<file path="config.mk">
export PLATFORM = sky130hd
export DESIGN_NAME = tzr_mul
export DESIGN_NICKNAME = d
export VERILOG_FILES = /design/src/design/tzr_mul.sv
export SDC_FILE = /design/constraint.sdc
export NUM_CORES = 1
export LEC_CHECK = 0
export BUFFER_PORTS_ARGS = -buffer_cell sky130_fd_sc_hd__buf_2
export CORE_UTILIZATION = 55
export DETAILED_ROUTE_END_ITERATION = 8
export GPL_TIMING_DRIVEN = 0
export PLACE_DENSITY = 0.78
export SLEW_MARGIN = 20
export SYNTH_ARGS = -nofsm -noshare
export SYNTH_HDL_FRONTEND = slang
export SYNTH_SLANG_ARGS = --single-unit
</file>
<file path="constraint.sdc">
create_clock -name clk -period 11.3 [get_ports clk]
set_input_delay 1.13 -clock clk [delete_from_list [all_inputs] [get_ports clk]]
set_output_delay 1.13 -clock clk [all_outputs]
set_load 0.03 [all_outputs]
</file>
<file path="src/design/tzr_mul.sv">
// Shared signed multiplier with a registered product.
module tzr_mul (
  input logic clk,
  input logic signed [12:0] a,
  input logic signed [31:0] b,
  output logic signed [44:0] p
);
  always_ff @(posedge clk) begin
    p <= a * b;
  end
endmodule

</file>
== Yosys cells after proc, flatten, opt, wreduce, memory -nomap -nowiden ==
Index checks and enable logic that the tools add are counted.

* $mul: 1

{| class="wikitable"
|+ Operator list
! cell !! count
|-
| $mul 13x32->45 || 1
|}

* Register bits after elaboration: 45
* Input port bits: 46
* Output and inout bits: 45
* Word-level logic and storage cells: 2

== Logic depth before layout (Yosys ltp) ==
Gate-level depths: netlist of run 1.

* Depth in word-level cells: 1
* Mapped depth: 22

== Worst setup path after synthesis of run 1 ==
OpenSTA, ideal clock, no wires.

* Path kind: input-to-reg
* Start: input b[31]
* End: register p[44]
* Library setup time: 0.118 ns
* Arrival: 6.444 ns
* Data required time: 11.182 ns
* Slack: 4.737 ns
* Stages: 19
* Buffers on the path: 2
* Cells stage by stage: clkbuf_1 nand2_1 fa_1 fa_1 inv_1 fa_1 fa_1 fa_1 ha_1 ha_1 clkbuf_2 and4_1 a21oi_1 nand2_1 a221oi_1 a21bo_1 a311o_1 a21oi_2 xnor2_1

* Cells in the longest elaborated chain, start to end: 1

{| class="wikitable"
|+ Ends and longest elaborated chain
! element !! RTL line !! RTL
|-
| start: declaration || 5 || <nowiki>input logic signed [31:0] b,</nowiki>
|-
| $mul 13x32->45 || 9 || <nowiki>p <= a * b;</nowiki>
|-
| end signal: assignment || 9 ||
|-
| end: declaration || 6 || <nowiki>output logic signed [44:0] p</nowiki>
|}

Every way passes these cells.

== Worst setup path in the final report of run 1 ==
* Start: input a[4]
* End: register p[43]

* Cells in the longest elaborated chain, start to end: 1

{| class="wikitable"
|+ Ends and longest elaborated chain
! element !! RTL line !! RTL
|-
| start: declaration || 4 || <nowiki>input logic signed [12:0] a,</nowiki>
|-
| $mul 13x32->45 || 9 ||
|}

Every way passes these cells.

==> impl_metrics.json, run 1 <==
{
  "ys_warn_count": 0,
  "stdcell_count": 1962,
  "io-pin-count": 91,
  "top_register": "p",
  "vias_per_cell": 5.56,
  "cts_tree": "yes",
  "grt_pass1_wl_um": 60800,
  "start_util": 0.558,
  "critPathCaptureType": "register",
  "cts_sinks": 45,
  "max_freq_mhz": 124,
  "htree_levels": 2,
  "ys_seq_elements": 45,
  "synth_cell_type_count": 53,
  "placedCellCount": 1955,
  "grt_pass1_vias": 11900,
  "worstSetupStartpoint": "a[4]",
  "first_iter_violations": 751,
  "async_flop_share": 0,
  "hp-class": "input pin to register",
  "syn-num-nets": 2052,
  "utilization": 0.598,
  "num_rows": 59,
  "status": "finished clean",
  "fp.dieH_um": 164,
  "drive_gt1_frac": 0.0695,
  "syn-cell-area_um2": 14500,
  "root_buffer": "clkbuf_16",
  "synth_edf_count": 0,
  "synth_top_flop_cell": "dfxtp_1",
  "routed_wl_um": 37100,
  "vias": 10900,
  "cts_buffers": 5,
  "ant_nets": 0,
  "die_width_um": 164,
  "critical_path_class": "input pin to register",
  "port_buffers": 90,
  "clkTransAtPathRegs_ns": 0.07,
  "finalHoldViolCount": 0,
  "cap_violations": 0,
  "cts_hold_buf": 0,
  "worstPathRequired_ns": 11.49,
  "min_period_ns": 8.05,
  "slowest_stage": "nor3_1",
  "ctsResizeCount": 0,
  "rsz0062_at_grt": "no",
  "first_pass_iters": 5,
  "core_area_um2": 26000,
  "largest_register_ffs": 45,
  "track_usage": 0.300,
  "reg.largest.list": "p (45)",
  "cp_common_cell": "fa_1",
  "critical_path.endpoint": "p[43]",
  "num_antenna_cells": 0,
  "avgSynthCellArea_um2": 9.48,
  "hpwl_um": 31400,
  "arrival_ns": 8.24,
  "gr-total-overflow": 0,
  "critPathMaxStageDelay_ns": 0.72,
  "wl_per_cell_um": 18.9,
  "cp_max_fo": 10,
  "routabilityCongestion": 0.950,
  "post_cts_buffers": 0,
  "die_area_um2": 27000,
  "yosysSeqAreaShare": 0.0621,
  "critical_path.cell_chain": "buf_2 > clkbuf_1 > nand2_1 > fa_1 > fa_1 > inv_1 > fa_1 > fa_1 > fa_1 > fa_1 > ha_1 > a21oi_1 > nand3b_1 > nor3_1 > nor3_1 > o21ai_0 > a21oi_1 > nor3_1 > o21ai_0 > xor2_1",
  "clock_path_buffers": 2,
  "drc_errors": 0,
  "grt_max_degree": 14,
  "synthCells": 1530,
  "tightest_slew_ns": 0.919,
  "setup_tns_ns": 0,
  "finalCritPeriodShare": 0.713,
  "drv_slew": 0,
  "relSlewSlack": 0.383,
  "cp-start-kind": "input pin",
  "final_nets": 2149,
  "setup_viol": 0,
  "grt_antenna_before_repair": 2,
  "area_growth_pct": 7.10
}
## layout make-up
cell class / instances / area (µm²)
multi-input cells: 1125 / 12200
inverters: 288 / 1080
plain buffers: 72 / 279
clock inverters: 2 / 35.0
flip-flops and latches: 45 / 901
clock buffers: 5 / 125
well taps: 335 / 419
fillers: 2221 / 10400
repair buffers: 90 / 450
## worst min path at each step
stage               from    to  slack, ns  cells past startpoint
floorplan           a[0]  p[0]       1.25                      1
global placement    b[0]  p[0]       1.39                      2
detailed placement  b[0]  p[0]       1.40                      2
CTS                 b[0]  p[0]       1.09                      2
global route        b[0]  p[0]       1.09                      2
finish              b[0]  p[0]       1.09                      2
## stage by stage
stage | worst slack (ns) | cell area [µm²] | hold WS (ns)
global placement | 3.03 | 15400 | 1.39
finish | 3.25 | 15500 | 1.09
global route | 3.12 | 15500 | 1.09
floorplan | 4.74 | 14500 | 1.25
CTS | 3.38 | 15500 | 1.09
detailed placement | 3.06 | 15400 | 1.40
## kinds of logic (layout without fill, tap and decap cells)
family,after synthesis,count (layout),share of synthesized area
and+or+nand+nor,492,492,0.163
DFF,45,45,0.0621
adders and majority gates,476,476,0.603
AOI/OAI and AO/OA,110,110,0.0504
xor gates and xnor gates,47,47,0.0284
buffers and inverters,360,457,0.0937
## critical path: cells and delay by family
family / cells / cell delay [ns]
fa+ha+maj: 7 / 3.38
simple gates: 5 / 1.59
compound gates: 4 / 1.26
buf+inv: 3 / 0.69
xor+xnor: 1 / 0.17
## synthesized netlist by cell type, drive strengths merged (2+ instances only)
library cell / n / area share
fa: 371 / 0.51
inv: 288 / 0.075
nand2: 243 / 0.063
and2: 160 / 0.069
ha: 105 / 0.091
clkbuf: 69 / 0.018
dfxtp: 45 / 0.062
nor2: 45 / 0.012
xnor2: 38 / 0.023
a21oi: 37 / 0.013
a21o: 21 / 0.011
o21ai: 20 / 0.0074
nand3: 10 / 0.0034
xor2: 9 / 0.0054
nor3: 7 / 0.0024
nand2b: 6 / 0.0026
a31oi: 4 / 0.0017
and4: 4 / 0.0024
nand4: 4 / 0.0017
nor2b: 4 / 0.0022
o21bai: 4 / 0.0021
a211oi: 3 / 0.0022
and3: 3 / 0.0016
buf: 3 / 0.0013
o211ai: 3 / 0.0016
o21a: 3 / 0.0016
nand3b: 2 / 0.0010
o21ba: 2 / 0.0014
o31ai: 2 / 0.0010
## layout by cell type (no fill, tap or decap), types with 17 or more instances in the layout
| master | n |
|---|---|
| a21oi_1 | 35 |
| inv_1 | 287 |
| dfxtp_1 | 45 |
| o21ai_0 | 17 |
| a21o_1 | 21 |
| buf_2 | 90 |
| nand2_1 | 243 |
| and2_1 | 160 |
| ha_1 | 105 |
| xnor2_1 | 38 |
| fa_1 | 371 |
| clkbuf_1 | 68 |
| nor2_1 | 45 |
## routing by layer
metal  routed length (µm)  GRT usage  vias to the layer above
li1                     -          -                     4736
met1                13800      0.387                     5510
met2                17900      0.491                      543
met3                 3830     0.0635                      108
met4                 1550      0.130                        2
met5                    8          0                        -
Power of run 1 is not shown: default switching activity piles up to over one toggle a cycle in this logic, so the estimate is an artifact.
==> run 2: changes to the inputs <==
--- a/config.mk
+++ b/config.mk
@@ -5,6 +5,7 @@
 export SDC_FILE = /design/constraint.sdc
 export NUM_CORES = 1
 export LEC_CHECK = 0
+export ABC_AREA = 1
 export BUFFER_PORTS_ARGS = -buffer_cell sky130_fd_sc_hd__buf_2
 export CORE_UTILIZATION = 55
 export DETAILED_ROUTE_END_ITERATION = 8
==> constraint.sdc (replaced) <==
create_clock -name clk -period 7.9 [get_ports clk]
set_input_delay 0.79 -clock clk [delete_from_list [all_inputs] [get_ports clk]]
set_output_delay 0.79 -clock clk [all_outputs]
set_load 0.03 [all_outputs]
==> impl_metrics.json, run 2 <==
{
  "status": "finished clean",
  "num_antenna_cells": 0,
  "critPathCaptureType": "register",
  "area_growth_pct": 6.82,
  "arrival_ns": 6.54,
  "wl_per_cell_um": 17.3,
  "first_pass_iters": 5,
  "num_rows": 62,
  "synth_top_family_by_area": "adder cells",
  "ys_warn_count": 0,
  "vias_per_cell": 5.21,
  "io-pin-count": 91,
  "max_freq_mhz": 157,
  "ctsResizeCount": 0,
  "muxShareOfSynthArea": 0,
  "fillers": 2659,
  "clkTransAtPathRegs_ns": 0.06,
  "synth-simple-area-share": 0.224,
  "cp_top_family": "adder cells",
  "hpwl_um": 39200,
  "core_area_um2": 28900,
  "cap_violations": 0,
  "setup_tns_ns": 0,
  "grt_pass1_wl_um": 70500,
  "slowest_stage": "fa_1",
  "hp-class": "input pin to register",
  "drive_gt1_frac": 0.0717,
  "grt_util_met3": 0.0531,
  "routabilityCongestion": 1.01,
  "finalCritPeriodShare": 0.805,
  "cp_common_cell": "fa_1",
  "min_period_ns": 6.36,
  "die_area_um2": 30100,
  "grt_antenna_before_repair": 0,
  "tightest_slew_ns": 0.892,
  "cp_num_buf_inv": 5,
  "largest_register_ffs": 45,
  "root_buffer": "clkbuf_16",
  "mostFrequentLayoutCell": "nand2_1",
  "ant_nets": 0,
  "top_register": "p",
  "yosysTopAreaCellShare": 0.459,
  "cts_hold_buf": 0,
  "yosys.area.top_type": "fa_1",
  "final_cell_mix": "nand2_1 (687), inv_1 (578), fa_1 (371)",
  "synth_top_flop_cell": "dfxtp_1",
  "ys_seq_elements": 45,
  "critPathMaxStageDelay_ns": 0.74,
  "cts_sinks": 45,
  "yosys-top-cells-area": "fa_1 (46%), nand2_1 (16%), inv_1 (13%)",
  "critical_path_class": "input pin to register",
  "grt_max_degree": 14,
  "routed_wl_um": 45100,
  "ys_top_cells_by_count": "nand2_1 (687), inv_1 (578), fa_1 (371)",
  "first_iter_violations": 1214,
  "fp.dieH_um": 174,
  "yosysSeqAreaShare": 0.0556,
  "yosysMostFrequentCell": "nand2_1",
  "cp_max_fo": 10,
  "relSlewSlack": 0.405,
  "avgSynthCellArea_um2": 7.59,
  "setup_viol": 0,
  "synth_edf_count": 0,
  "final_nets": 2752,
  "port_buffers": 90,
  "htree_levels": 2,
  "drv_slew": 0,
  "vias": 13600,
  "cts_buffers": 5,
  "rsz0062_at_grt": "no",
  "syn-num-nets": 2655,
  "synth_adder_area_share": 0.540,
  "gr-total-overflow": 0,
  "synth_cell_type_count": 32,
  "synth_xor_area_frac": 0.0124,
  "critical_path.cell_chain": "buf_2 > clkbuf_1 > nand2_1 > fa_1 > fa_1 > inv_1 > fa_1 > inv_1 > fa_1 > fa_1 > inv_1 > ha_1 > ha_1 > nand2_1 > nor2_1 > nand2_1 > nor2_1 > nand3_1 > nand4_1 > nand2_1",
  "track_usage": 0.305,
  "cts_tree": "yes",
  "start_util": 0.561,
  "grt_pass1_vias": 13800,
  "finalHoldViolCount": 0,
  "drc_errors": 0,
  "worstPathRequired_ns": 8.08,
  "grt.met2_usage": 0.512,
  "cp-start-kind": "input pin",
  "async_flop_share": 0,
  "post_cts_buffers": 0,
  "reg.largest.list": "p (45)",
  "clock_path_buffers": 2,
  "synthCells": 2133,
  "grt-busiest-layer": "met2",
  "use_met1": 0.381,
  "syn-cell-area_um2": 16200,
  "die_width_um": 174,
  "synth_compound_area_frac": 0.0155
}
-- run 2: cell count changes after synthesis, sizes merged, moves of 19 or more --
cell | previous run | this run
nand2 | 243 | 704
inv | 288 | 583
and2 | 160 | 0
nor2 | 45 | 114
nand3 | 10 | 54
xnor2 | 38 | 8
a21o | 21 | 2
-- run 2: worst paths after layout --
| check | startpoint | to | slack, ns | depth (start not counted) |
|---|---|---|---|---|
| min | b[0] | p[0] | 0.75 | 3 |
| max | a[3] | p[42] | 1.54 | 20 |
-- run 2: kinds of logic (layout without fill, tap and decap cells) --
logic type	Yosys count	count (layout)
fa+ha+maj	476	476
simple gates	892	892
flops	45	45
xor+xnor	23	23
compound gates	40	40
buf+inv	657	755
-- run 2: routing by layer --
| metal | vias up | routed length [µm] |
|---|---|---|
| met4 | 0 | 2660 |
| met5 | - | 0 |
| met1 | 6654 | 16900 |
| met2 | 632 | 21700 |
| met3 | 143 | 3830 |
| li1 | 6202 | - |
-- run 2: metrics by stage --
| stage | instance area [µm²] | util | hold slack (ns) | instances | setup WS, ns |
|---|---|---|---|---|---|
| after floorplan | 16200 | - | 0.888 | 2133 | 2.42 |
| after global placement | 17100 | 0.593 | 1.03 | 2607 | 1.35 |
| after detailed placement | 17100 | 0.593 | 1.04 | 2607 | 1.31 |
| after CTS | 17300 | 0.599 | 0.744 | 2615 | 1.59 |
| after global routing | 17300 | 0.599 | 0.765 | 2615 | 1.32 |
| final | 17300 | 0.599 | 0.751 | 2615 | 1.54 |
-- run 2: final cells by class --
type / count / area, µm² / share of cell area
Multi-Input combinational cell: 1431 / 12800 / 0.741
Inverter: 585 / 2200 / 0.127
Sequential cell: 45 / 901 / 0.0521
Tap cell: 384 / 480 / 0.0278
Timing Repair Buffer: 90 / 450 / 0.0260
Buffer: 72 / 272 / 0.0157
Clock buffer: 7 / 143 / 0.00825
Clock inverter: 1 / 30.0 / 0.00174
Power of run 2 is left out for the same reason.
