### config.mk
export PLATFORM = sky130hd
export DESIGN_NAME = tzr_div
export DESIGN_NICKNAME = d
export VERILOG_FILES = /design/src/design/tzr_pkg.sv /design/src/design/tzr_div.sv
export SDC_FILE = /design/constraint.sdc
export NUM_CORES = 1
export LEC_CHECK = 0
export ABC_AREA = 1
export BUFFER_PORTS_ARGS = -buffer_cell sky130_fd_sc_hd__buf_2
export CAP_MARGIN = 10
export CELL_PAD_IN_SITES_DETAIL_PLACEMENT = 1
export CELL_PAD_IN_SITES_GLOBAL_PLACEMENT = 2
export CORE_ASPECT_RATIO = 1.4
export CORE_MARGIN = 8
export CORE_UTILIZATION = 30
export DETAILED_ROUTE_END_ITERATION = 12
export PLACE_DENSITY = 0.81
export SLEW_MARGIN = 25
export SYNTH_ARGS = -nofsm -noshare
export SYNTH_HDL_FRONTEND = slang
export SYNTH_SLANG_ARGS = --single-unit
export TNS_END_PERCENT = 20
### constraint.sdc
create_clock -name clk -period 5.3 [get_ports clk]
set_input_delay 1.06 -clock clk [delete_from_list [all_inputs] [get_ports clk]]
set_output_delay 1.06 -clock clk [all_outputs]
set_load 0.01 [all_outputs]
### src/design/tzr_pkg.sv
// Shared types, constants and the shade character table for the torus renderer.
package tzr_pkg;

  localparam int DEF_SCREEN_COLS = 80;
  localparam int DEF_SCREEN_ROWS = 22;
  localparam int DEF_TUBE_STEPS = 324;
  localparam int DEF_RING_STEPS = 90;

  localparam int TUBE_W = 9;
  localparam int RING_W = 7;
  localparam int RECIP_SH = 20;

  localparam logic signed [31:0] DEPTH_K = 32'sd5242880;
  localparam logic signed [31:0] NORM_K = 32'sd3145728;
  localparam logic signed [33:0] CENTER_X = 34'sd40;
  localparam logic signed [33:0] CENTER_Y = 34'sd12;
  localparam logic signed [12:0] SCALE_X = 13'sd30;
  localparam logic signed [12:0] SCALE_Y = 13'sd15;
  localparam logic signed [13:0] RADIUS_K = 14'sd2048;
  localparam logic signed [11:0] UNIT = 12'sd1024;

  localparam logic signed [12:0] ROT_K_TUBE = 13'sd5;
  localparam logic signed [12:0] ROT_K_RING = 13'sd9;
  localparam logic signed [12:0] ROT_K_A = 13'sd5;
  localparam logic signed [12:0] ROT_K_B = 13'sd5;

  localparam logic [3:0] SHADE_MAX = 4'd11;
  localparam logic [3:0] BLANK_CODE = 4'd15;
  localparam logic [7:0] DEPTH_BLANK = 8'd127;
  localparam logic [6:0] CHAR_NEWLINE = 7'd10;
  localparam logic [6:0] CHAR_SPACE = 7'd32;
  localparam logic [6:0] CHAR_NONE = 7'd0;

  localparam logic [4:0] PLOT_LAST = 5'd20;
  localparam logic [4:0] ROT_LAST = 5'd7;
  localparam logic [4:0] READ_LAST = 5'd2;

  typedef struct packed {
    logic action;
    logic [10:0] cell_index;
  } item_t;

  typedef struct packed {
    logic [6:0] char_code;
    logic plotted;
    logic frame_end;
  } result_t;

  typedef struct packed {
    logic start;
    logic signed [31:0] num;
    logic [31:0] den;
  } div_req_t;

  typedef struct packed {
    logic done;
    logic signed [32:0] quo;
  } div_rsp_t;

  typedef enum logic [3:0] {
    ST_CLEAR, ST_IDLE, ST_READ, ST_PLOT, ST_DIVX, ST_DIVY,
    ST_CHECK, ST_ADDR, ST_FETCH, ST_TEST, ST_ROT, ST_DONE
  } state_t;

  typedef enum logic [1:0] {ROT_TUBE, ROT_RING, ROT_A, ROT_B} rot_sel_t;

  function automatic logic [6:0] shade_char(input logic [3:0] sc);
    logic [6:0] ch;
    case (sc)
      4'd0: ch = 7'd46;
      4'd1: ch = 7'd44;
      4'd2: ch = 7'd45;
      4'd3: ch = 7'd126;
      4'd4: ch = 7'd58;
      4'd5: ch = 7'd59;
      4'd6: ch = 7'd61;
      4'd7: ch = 7'd33;
      4'd8: ch = 7'd42;
      4'd9: ch = 7'd35;
      4'd10: ch = 7'd36;
      4'd11: ch = 7'd64;
      default: ch = CHAR_SPACE;
    endcase
    return ch;
  endfunction

endpackage

### src/design/tzr_div.sv
// Iterative restoring divider, one quotient bit per cycle, truncating toward zero.
module tzr_div (
  input logic clk,
  input logic rst,
  input tzr_pkg::div_req_t req,
  output tzr_pkg::div_rsp_t rsp
);
  import tzr_pkg::*;

  logic [32:0] r;
  logic [31:0] q;
  logic [31:0] den;
  logic [5:0] cnt;
  logic neg;
  logic busy;
  logic done;
  logic [32:0] r_sh;

  assign r_sh = {r[31:0], q[31]};

  always_ff @(posedge clk) begin
    if (rst) begin
      busy <= 1'b0;
      done <= 1'b0;
    end else begin
      done <= 1'b0;
      if (req.start) begin
        neg <= req.num[31];
        q <= req.num[31] ? 32'(-req.num) : req.num;
        den <= req.den;
        r <= '0;
        cnt <= 6'd32;
        busy <= 1'b1;
      end else if (busy) begin
        if (r_sh >= {1'b0, den}) begin
          r <= r_sh - {1'b0, den};
          q <= {q[30:0], 1'b1};
        end else begin
          r <= r_sh;
          q <= {q[30:0], 1'b0};
        end
        cnt <= cnt - 6'd1;
        if (cnt == 6'd1) begin
          busy <= 1'b0;
          done <= 1'b1;
        end
      end
    end
  end

  always_comb begin
    rsp.done = done;
    rsp.quo = neg ? -$signed({1'b0, q}) : $signed({1'b0, q});
  end
endmodule

Word-level counts from Yosys, hierarchy flattened --
Cells that the tools add are included.
Storage, ports and cells: register bits after elaboration 105, bits of input ports 67, output and inout port bits 34
Operators by class: add/subtract/negate cells 4, magnitude comparators 1, equal/unequal tests 1, muxes and demuxes 12, bitwise operators 2, reductions and logical operators 4
Operators by type and width (number):
- 32-bit 2-to-1 mux | 5
- 33-bit by 32-bit greater-or-equal comparator with 1-bit output | 1
- 33-bit 2-to-1 mux | 1
- 32-bit negation with 33-bit output | 1
- 32-bit negation | 1
- 32-bit subtractor | 1
- 6-bit by 1-bit equality test with 1-bit output, second input constant | 1
- 6-bit 2-to-1 mux | 1
- 6-bit by 1-bit subtractor with 6-bit output, second input constant | 1
- 1-bit 2-to-1 mux | 5
- 2-bit AND reduction | 2
- 3-bit OR reduction | 1
- 1-bit NOT | 2
- 2-bit nonzero test | 1

Logic depth before layout (Yosys ltp) --
Gate-level depths: netlist of run 1.
word-level depth 4, mapped depth 17, gate-level depth less buffers 15

Worst setup path after synthesis of run 1 --
OpenSTA, ideal clock, no wires.
kind input-to-reg, start point input port req[64] (netlist name), end point register cnt[0], enable pin, data arrival time 5108 ps, required time 4776 ps, setup slack -331 ps, stages on the path 4, path buffers 2, path through clkbuf_1 > clkinv_1 > clkbuf_1 > a21oi_1
On the way: longest elaborated chain between the ends 2
RTL lines:
- from (decl) | RTL line tzr_div.sv:5 | input tzr_pkg::div_req_t req,
- 2-bit nonzero test (no line)
- 2-bit AND reduction (no line)
- to (signal assigned) | RTL line tzr_div.sv:42 | cnt <= cnt - 6'd1;
- to (decl) | RTL line tzr_div.sv:13 | logic [5:0] cnt;
No other way between the ends. A chain may end at the register's enable or synchronous reset.

==> flow_summary_export.csv, run 1 <==
group,metric,value,unit
cts,clkSinkCount,105,
power,combPwrFrac,31.8,%
synthesis,muxShareOfSynthArea,0,%
sta,setup_tns,0,ns
floorplanning,core,28980,um^2
floorplanning,rows,74,
synthesis,ys_warn_count,0,
synthesis,async_flop_share,0,%
synthesis,synth.avg_cell_area,6.812,um^2
critical_path,crit_type,"reg2out",
global_route,grt_max_degree,72,
power,pwr-share-seq,38.1,%
worst_hold_path,hold_class,"reg2reg",
floorplanning,chipHeight,218.6,um
cts,cts_setup_buffers,0,
synthesis,synth-simple-area-share,36.02,%
route,drt_iter0_markers,232,
synthesis,synth-xor-area-share,5.577,%
critical_path,ff2ff_path_depth,14,
route,vias_per_cell,4.625,
cts,htree_levels,3,
floorplanning,start_util,30.35,%
floorplanning,fp.dieW,160.7,um
sta,timing.slew.headroom,32.73,%
floorplanning,die_area,35130,um^2
critical_path,cp_cell_sequence,"inv_1 > o21ai_1 > inv_1 > nand2_1 > nor2_1 > xor2_1 > buf_2",
power,pwr-share-clk,30.1,%
sta,tightest_slew,1.009,ns
layout,nNetsFinal,1480,
route,remaining_drc_errors,0,
critical_path,path_max_fanout,27,
global_route,antenna_found_initial,2,
layout,fin_util,34.67,%
synthesis,synth_area,8795,um^2
sta,finalCritPeriodShare,68.70,%
cts,postCtsHoldBufs,0,
synthesis,syn-num-nets,1395,
critical_path,end_kind,"output port",
cts,clk_pin_slew,0.07,ns
layout,syn_to_final_growth,14.26,%
route,dr.pass1.iters,4,
outcome,run_status,"completed",
critical_path,crit_path_top_delay_cell,"edfxtp_1",
synthesis,synth_edf_count,103,
synthesis,synth_fa_ha_area_share,5.349,%
sta,fmax,274.7,MHz
critical_path,worst_path_largest_cell_delay,0.88,ns
global_route,grt_pass1_vias,9035,
synthesis,synth_compound_area_share,5.648,%
placement,gp_congestion,0.8813,
placement,port_buffers,100,
synthesis,synth_top_family_by_area,"simple AND/OR/NAND/NOR gates",
cts,cts-root-buf,"clkbuf_16",
cts,tritoncts,"built",
sta,skew,0.01156,ns
sta,min_period,3.641,ns
sta,rsz0062_at_grt,"false",
sta,finalSetupViolations,0,
sta,hold_viol,0,
cts,cts-buffers-inserted,9,
power,p_sw,0.9453,mW
global_route,grt_usage,16.33,%
critical_path,crit_path_frequent_cell,"inv_1",
route,drt_wl_total,28.28,mm
power,power.share.switching,34.64,%
synthesis,syn_inst,1291,
critical_path,cp.required,4.24,ns
sta,drv_slew,0,
route,wl_per_cell,16.05,um
critical_path,start_kind,"flip-flop",
cts,cts_resized,0,
power,vdd_ir_drop_max,168.4,uV
synthesis,yosysUniqueCellTypes,45,
synthesis,yosys_register_bits,105,
cts,cts_buffer_depth,2,
route,via_count,8149,
job,cap_violations,0,
worst_hold_path,whs_path_depth,2,
global_route,grt_pass1_wl,45.43,mm
synthesis,yosysSeqAreaShare,35.62,%
power,cellPowerDensity,271.6,nW/um^2
floorplanning,ioPinCount,101,
power,p_leak,5.056,nW
cts,clock_latency,0.36,ns
power,finalPower,2.729,mW
placement,dp_hpwl,22.75,mm
route,drt.antenna.violating_nets,0,
critical_path,critPathArrivalTime,2.58,ns
global_route,overflow,0,
layout,layout-drive-gt1-share,11.37,%
synthesis,synthFlopType,"edfxtp_1",
power,p_int,1.784,mW
[area by class of cell]
type                    instances  area [um^2]
diodes                          1        2.502
clock buffers                  11        252.7
clock inverters                 5        107.6
fillers                      3716        18930
inverters                     236        889.6
multi-input cells             921         4644
flip-flops and latches        105         3133
well taps                     380        475.5
repair buffers                103        543.0
[Yosys cell counts (10+ instances only)]
cell type / number / area, um^2
a21oi_1: 27 / 135.1
and2_1: 10 / 62.56
clkbuf_1: 16 / 60.06
edfxtp_1: 103 / 3093
ha_1: 36 / 450.4
inv_1: 228 / 855.8
nand2_1: 402 / 1509
nand3_1: 82 / 410.4
nand3b_1: 24 / 180.2
nand4_1: 17 / 106.4
nor2_1: 159 / 596.8
o21ai_0: 52 / 260.3
xor2_1: 49 / 429.2
[cell families after synthesis]
group	count (synthesis)
AO/OA/AOI/OAI	93
AND/OR/NAND/NOR	735
adder cells (fa/ha/maj)	37
XOR/XNOR	56
buffers and inverters	265
flip-flops	105
[power groups by stage]
stage                     combinational, mW  clock [mW]  sequential, mW
after CTS                             0.888       0.844            1.04
after global routing                  0.990       0.869            1.05
after detailed placement              0.881           0            1.06
final                                 0.867       0.822            1.04
after floorplan                       0.615           0            1.05
after global placement                0.864           0            1.06
[metal layers]
layer  vias up  part of all wire, %  track usage (%)
met4         2                  3.0            6.498
met1      3803                   40            16.64
met3        36                  2.5            2.448
met5         -                0.046                0
li1       4200                    -                -
met2       108                   54            32.45
[cell usage in the layout (no fill, tap or decap), types with 8 or more instances in the layout]
cell type,netlist,final
nand2_2,8,8
nor2_1,159,158
a21oi_1,27,26
inv_1,228,228
buf_2,6,100
nand3_1,82,82
edfxtp_1,103,103
xor2_1,49,49
nand2_1,402,402
nor3_1,8,8
nand3b_1,24,24
nand4_1,17,17
o21ai_0,52,52
and2_1,10,10
clkbuf_16,0,9
ha_1,36,36
[through the flow]
stage | setup WS, ns | hold slack (ns) | instance area (um^2) | instances
5_1_grt | 1.438 | 0.5622 | 10050 | 1761
2_1_floorplan | 1.068 | 0.4425 | 8798 | 1291
3_3_place_gp | 2.081 | 0.5054 | 9658 | 1744
4_1_cts | 1.619 | 0.5379 | 10050 | 1761
3_5_place_dp | 2.025 | 0.5263 | 9686 | 1745
6_report | 1.659 | 0.5332 | 10050 | 1762
[worst paths after layout]
| check | from | to | slack, ns |
|---|---|---|---|
| hold / removal | busy | done | 0.53 |
| hold reg to reg | busy | done | 0.53 |
| setup reg to reg | r[22] | r[25] | 2.46 |
| setup / recovery | neg | rsp[27] | 1.66 |
[worst max-delay path: cells and delay by family, from the launching register on]
family                    cells  cell delay [ns]
DFF                           1             0.88
buffers and inverters         3             0.64
AOI/OAI and AO/OA             1             0.30
and+or+nand+nor               2             0.25
xor gates and xnor gates      1             0.14
[sequential cells by signal, indices dropped and copies added (netlist names)]
register	count
busy	1
cnt	6
den	32
done	1
neg	1
q	32
r	32
(Power assumes the default switching activity.)
==> inputs of run 2 (changes only) <==
Clock period 5.3 ns to 3.1 ns, I/O delays scaled along.
==> run 2 against run 1 <==
  * Count of clock-buffer cells in the layout fell by 2
  * Worst setup slack got worse by 1.5 ns
  * Die area did not move
  * Clock power is 48% higher
  * Largest cell class unchanged
  * First-iteration DRC count up 28%
  * Total power increased by 65%
  * Critical path depth grew 3
  * Non-clock buffer count is 15 higher
  * Wire length up 0.52%
==> flow_summary_export.csv, run 2 (synthesized netlist as in run 1, its figures left out) <==
group,metric,value,unit
cts,cts-buffers-inserted,9,
power,p_leak,5.092,nW
layout,multiInputGateArea,4678,um^2
critical_path,cp-startpoint,"q[0]",
route,wl_per_cell,16.01,um
route,remaining_drc_errors,0,
sta,rsz0062_at_grt,"false",
floorplanning,core,28980,um^2
cts,clk_pin_slew,0.08,ns
route,drt_iter0_markers,298,
critical_path,cp.required,2.48,ns
sta,skew,0.01249,ns
worst_hold_path,hold_class,"in2reg",
worst_hold_path,hold_start,"req[13]",
power,vdd_ir_drop_max,219.8,uV
sta,fmax,344.6,MHz
power,finalPower,4.499,mW
cts,cts_buffer_depth,2,
floorplanning,ioPinCount,101,
placement,gp_congestion,0.8854,
global_route,grt_max_degree,66,
critical_path,critPathArrivalTime,2.28,ns
cts,clkSinkCount,105,
sta,setup_tns,0,ns
layout,finalNonFillerCells,1776,
global_route,use_met2,32.56,%
critical_path,r2r-start,"r[7]",
outcome,run_status,"completed",
route,drt_wl_total,28.43,mm
route,dr.pass1.iters,4,
global_route,grt_pass1_vias,9006,
critical_path,reg2reg_slack,0.50,ns
route,drt.antenna.violating_nets,0,
global_route,grt_pass1_wl,46.18,mm
global_route,antenna_found_initial,1,
layout,largest_registers,"den (32), q (32), r (32)",
global_route,overflow,0,
placement,dp_hpwl,23.35,mm
layout,seq_area,3133,um^2
critical_path,path_max_fanout,4,
cts,tritoncts,"built",
critical_path,start_kind,"flip-flop",
layout,diodes,0,
sta,finalCritPeriodShare,93.61,%
sta,finalSetupViolations,0,
layout,layout-drive-gt1-share,12.82,%
sta,timing.slew.headroom,48.13,%
floorplanning,die_area,35130,um^2
floorplanning,start_util,30.35,%
global_route,grt_usage,16.69,%
layout,syn_to_final_growth,15.14,%
layout,final_common_cell,"nand2_1",
sta,tightest_slew,0.7714,ns
job,cap_violations,0,
critical_path,end_kind,"output port",
route,via_count,8244,
cts,clock_latency,0.38,ns
layout,fillers,3696,
layout,mostFrequentLayoutCells,"nand2_1, inv_1, nor2_1",
floorplanning,rows,74,
cts,cts-root-buf,"clkbuf_16",
sta,hold_viol,0,
global_route,top_usage_layer,"met2",
route,vias_per_cell,4.642,
global_route,gr-usage-met1,17.27,%
cts,postCtsHoldBufs,0,
cts,htree_levels,3,
floorplanning,fp.dieW,160.7,um
critical_path,crit_type,"reg2out",
sta,drv_slew,0,
sta,min_period,2.902,ns
global_route,use_met3,2.768,%
placement,placed_cells,1758,
placement,port_buffers,100,
power,cellPowerDensity,444.3,nW/um^2
layout,nNetsFinal,1495,
floorplanning,chipHeight,218.6,um
## run 2: timing repair
| action | in CTS | in global routing |
|---|---|---|
| resized for setup | 2 | 9 |
| endpoints found under the setup margin | 2 | 13 |
| setup buffers | 0 | 2 |
| pin swaps | 0 | 1 |
## run 2: cell type report
type,count,area share (%)
repair buffers,118,6.401
clock buffers,9,2.224
inverters,236,8.785
flip-flops and latches,105,30.94
clock inverters,7,0.7537
well taps,380,4.695
multi-input cells,921,46.20
## run 2: metal layers
| layer | vias to the layer above | part of all wire [%] |
|---|---|---|
| li1 | 4237 | - |
| met1 | 3850 | 40 |
| met2 | 115 | 54 |
| met3 | 40 | 2.4 |
| met4 | 2 | 3.1 |
| met5 | - | 0.035 |
## run 2: critical path, stage by stage, from the launching register on
cell	delay (ns)
edfxtp_1	0.38
inv_1	0.13
ha_1	0.18
inv_1	0.05
nor2_1	0.16
nand2_1	0.13
nor2_4	0.12
inv_1	0.11
o21ai_1	0.21
xor2_1	0.25
buf_2	0.18
## run 2: worst paths after layout
check / to / depth (start not counted)
max: rsp[16] / 10
min: den[13] / 1
max reg2reg: r[28] / 14
min reg2reg: done / 2
## run 2: per-stage QoR
step / utilization [%] / hold WS, ns / cell area, um^2 / worst slack (ns)
floorplan: - / 0.4798 / 8806 / -0.05964
global placement: 33.73 / 0.5185 / 9776 / 0.3756
detailed placement: 33.73 / 0.5341 / 9776 / 0.3923
CTS: 34.77 / 0.3797 / 10080 / 0.02900
global route: 34.94 / 0.3946 / 10130 / 0.006616
finish: 34.94 / 0.4060 / 10130 / 0.1980
## run 2: where the power goes
part / total, mW / internal [mW] / switching [mW]
registers: 1.78 / 1.71 / 0.0653
clock network: 1.22 / 0.632 / 0.587
logic: 1.50 / 0.516 / 0.989
==> inputs of run 3 (changes only) <==
Settings changed: CORE_UTILIZATION 30 to 33, PLACE_DENSITY 0.81 to 0.85.
Clock period 3.1 ns to 3 ns, I/O delays scaled along.
==> run 3 against run 2 <==
  * Total power rose by 5.5%
  * Sequential share of layout area is essentially flat
  * Design area up 0.11%
  * Critical path depth is 1 higher
  * Non-clock buffer count up 3
  * Core utilization rose by 3.8 points
  * Combinational power is 5% higher
  * Wire length is 1.1% higher
==> flow_summary_export.csv, run 3 (synthesized netlist as in run 1, its figures left out) <==
group,metric,value,unit
outcome,run_status,"completed",
worst_hold_path,whs_path_depth,1,
critical_path,path_max_fanout,5,
placement,pre_cts_ws,0.2939,ns
critical_path,cp_cell_sequence,"inv_2 > ha_1 > inv_1 > nor2_2 > nand2_1 > nor2_4 > nand3_2 > o21ai_4 > nand2_1 > xor2_1 > buf_2",
cts,cts-buffers-inserted,9,
layout,syn_to_final_growth,15.27,%
cts,tritoncts,"built",
power,cellPowerDensity,468.1,nW/um^2
sta,rsz0062_at_grt,"true",
critical_path,start_kind,"flip-flop",
global_route,overflow,0,
critical_path,worst_path_largest_cell_delay,0.42,ns
placement,dp_hpwl,23.23,mm
layout,mostFrequentLayoutCells,"nand2_1, inv_1, nor2_1",
sta,hold_viol,0,
cts,clk_pin_slew,0.08,ns
sta,finalSetupViolations,0,
sta,skew,0.008843,ns
cts,cts_buffer_depth,2,
critical_path,crit_path_top_delay_cell,"edfxtp_1",
critical_path,crit_path_frequent_cell,"nand2_1",
worst_hold_path,hold_start,"req[19]",
route,remaining_drc_errors,0,
route,drt.antenna.violating_nets,0,
layout,finalNonFillerCells,1723,
cts,htree_levels,3,
route,wl_per_cell,16.68,um
critical_path,reg2reg_slack,0.43,ns
critical_path,end_kind,"output port",
cts,clkSinkCount,105,
global_route,grt_usage,18.20,%
critical_path,r2r-start,"r[7]",
cts,cts-root-buf,"clkbuf_16",
power,p_leak,5.126,nW
layout,fin_util,38.71,%
cts,postCtsHoldBufs,0,
critical_path,crit_family,"simple AND/OR/NAND/NOR gates",
layout,nNetsFinal,1498,
critical_path,critPathArrivalTime,2.26,ns
sta,drv_slew,0,
route,dr.pass1.iters,4,
power,vdd_ir_drop_max,208.4,uV
sta,finalCritPeriodShare,95.28,%
sta,whs,0.4025,ns
route,drt_wl_total,28.74,mm
floorplanning,core,26190,um^2
critical_path,ff2ff_path_depth,14,
route,via_count,8353,
sta,tightest_slew,0.5413,ns
sta,min_period,2.859,ns
floorplanning,start_util,33.58,%
global_route,grt_pass1_wl,46.32,mm
critical_path,rr_endpoint,"r[20]",
layout,largest_registers,"den (32), q (32), r (32)",
sta,setup_slack,0.1415,ns
floorplanning,chipHeight,209.2,um
job,cap_violations,0,
layout,layout-drive-gt1-share,13.37,%
layout,final_common_cell,"nand2_1",
floorplanning,ioPinCount,101,
global_route,grt_max_degree,72,
floorplanning,fp.dieW,154.0,um
critical_path,cp.required,2.40,ns
floorplanning,die_area,32200,um^2
route,vias_per_cell,4.848,
critical_path,path_buf_inv,3,
route,drt_iter0_markers,262,
sta,fmax,349.8,MHz
placement,placed_cells,1704,
placement,gp_congestion,0.8978,
layout,diodes,0,
floorplanning,rows,70,
placement,place_area,9733,um^2
critical_path,crit_type,"reg2out",
worst_hold_path,worst_hold_path.endpoint,"den[19]",
global_route,grt_pass1_vias,9037,
cts,clock_latency,0.37,ns
sta,timing.slew.headroom,63.58,%
layout,fin_area,10140,um^2
global_route,antenna_found_initial,2,
placement,port_buffers,100,
worst_hold_path,hold_class,"in2reg",
run 3: changes by cell type in the layout (fill, tap and decap cells not counted), sizes merged:
cell      delta
clkinvlp     -1
buf          +3
clkbuf       +3
clkinv       -2
run 3: final cells by class:
type                            count  area (um^2)
Tap cell                          324        405.4
Fill cell                        3385        16050
Sequential cell                   105         3133
Clock inverter                      4        57.56
Clock buffer                       12        266.5
Inverter                          236        889.6
Timing Repair Buffer              121        683.2
Multi-Input combinational cell    921         4702
run 3: stage by stage:
step | TNS, ns | power [mW]
after detailed placement | 0 | 3.458
after global routing | -0.01405 | 5.057
after global placement | 0 | 3.433
after floorplan | -4.650 | 2.933
final | 0 | 4.745
after CTS | -0.004810 | 4.813
run 3: worst max-delay path by stage:
stage / startpoint / depth (start not counted) / slack (ns) / end
CTS: q[2] / 11 / -0.005 / rsp[27]
global placement: q[0] / 11 / 0.35 / rsp[22]
finish: q[1] / 11 / 0.14 / rsp[30]
floorplan: req[64] / 4 / -0.14 / den[0]
global route: q[2] / 8 / -0.006 / rsp[25]
detailed placement: q[3] / 11 / 0.29 / rsp[27]
run 3: worst reg2reg max path, cell delays in order (launching register included):
cell and delay (ns):
edfxtp_1 0.39, ha_1 0.40, nand2_2 0.16, inv_2 0.04
nand2_1 0.05, nand2_1 0.08, inv_2 0.06, nand3_2 0.16
nand2_2 0.12, nand2_2 0.09, nand2_4 0.22, nand2_8 0.11
buf_12 0.17, nor2_1 0.21, nor2_1 0.08
run 3: timing repair:
| action | in CTS | in global routing |
|---|---|---|
| pin swaps | 2 | 3 |
| endpoints found under the setup margin | 7 | 10 |
| gates resized for setup | 6 | 11 |
| buffers inserted | 2 | 1 |
run 3: layer usage:
metal | up-vias | part of all wire [%] | GRT usage (%)
met5 | - | 0.080 | 0
met4 | 4 | 3.1 | 7.658
met3 | 48 | 3.1 | 2.561
met2 | 142 | 55 | 35.70
met1 | 3919 | 39 | 18.70
li1 | 4240 | - | -
run 3: power breakdown:
part           total [mW]  internal, mW  switching (mW)  leakage [nW]
Clock                1.33         0.727           0.603         0.157
Sequential           1.83          1.77          0.0644          1.00
Combinational        1.58         0.542            1.04          3.97
Total                4.74          3.04            1.71          5.13
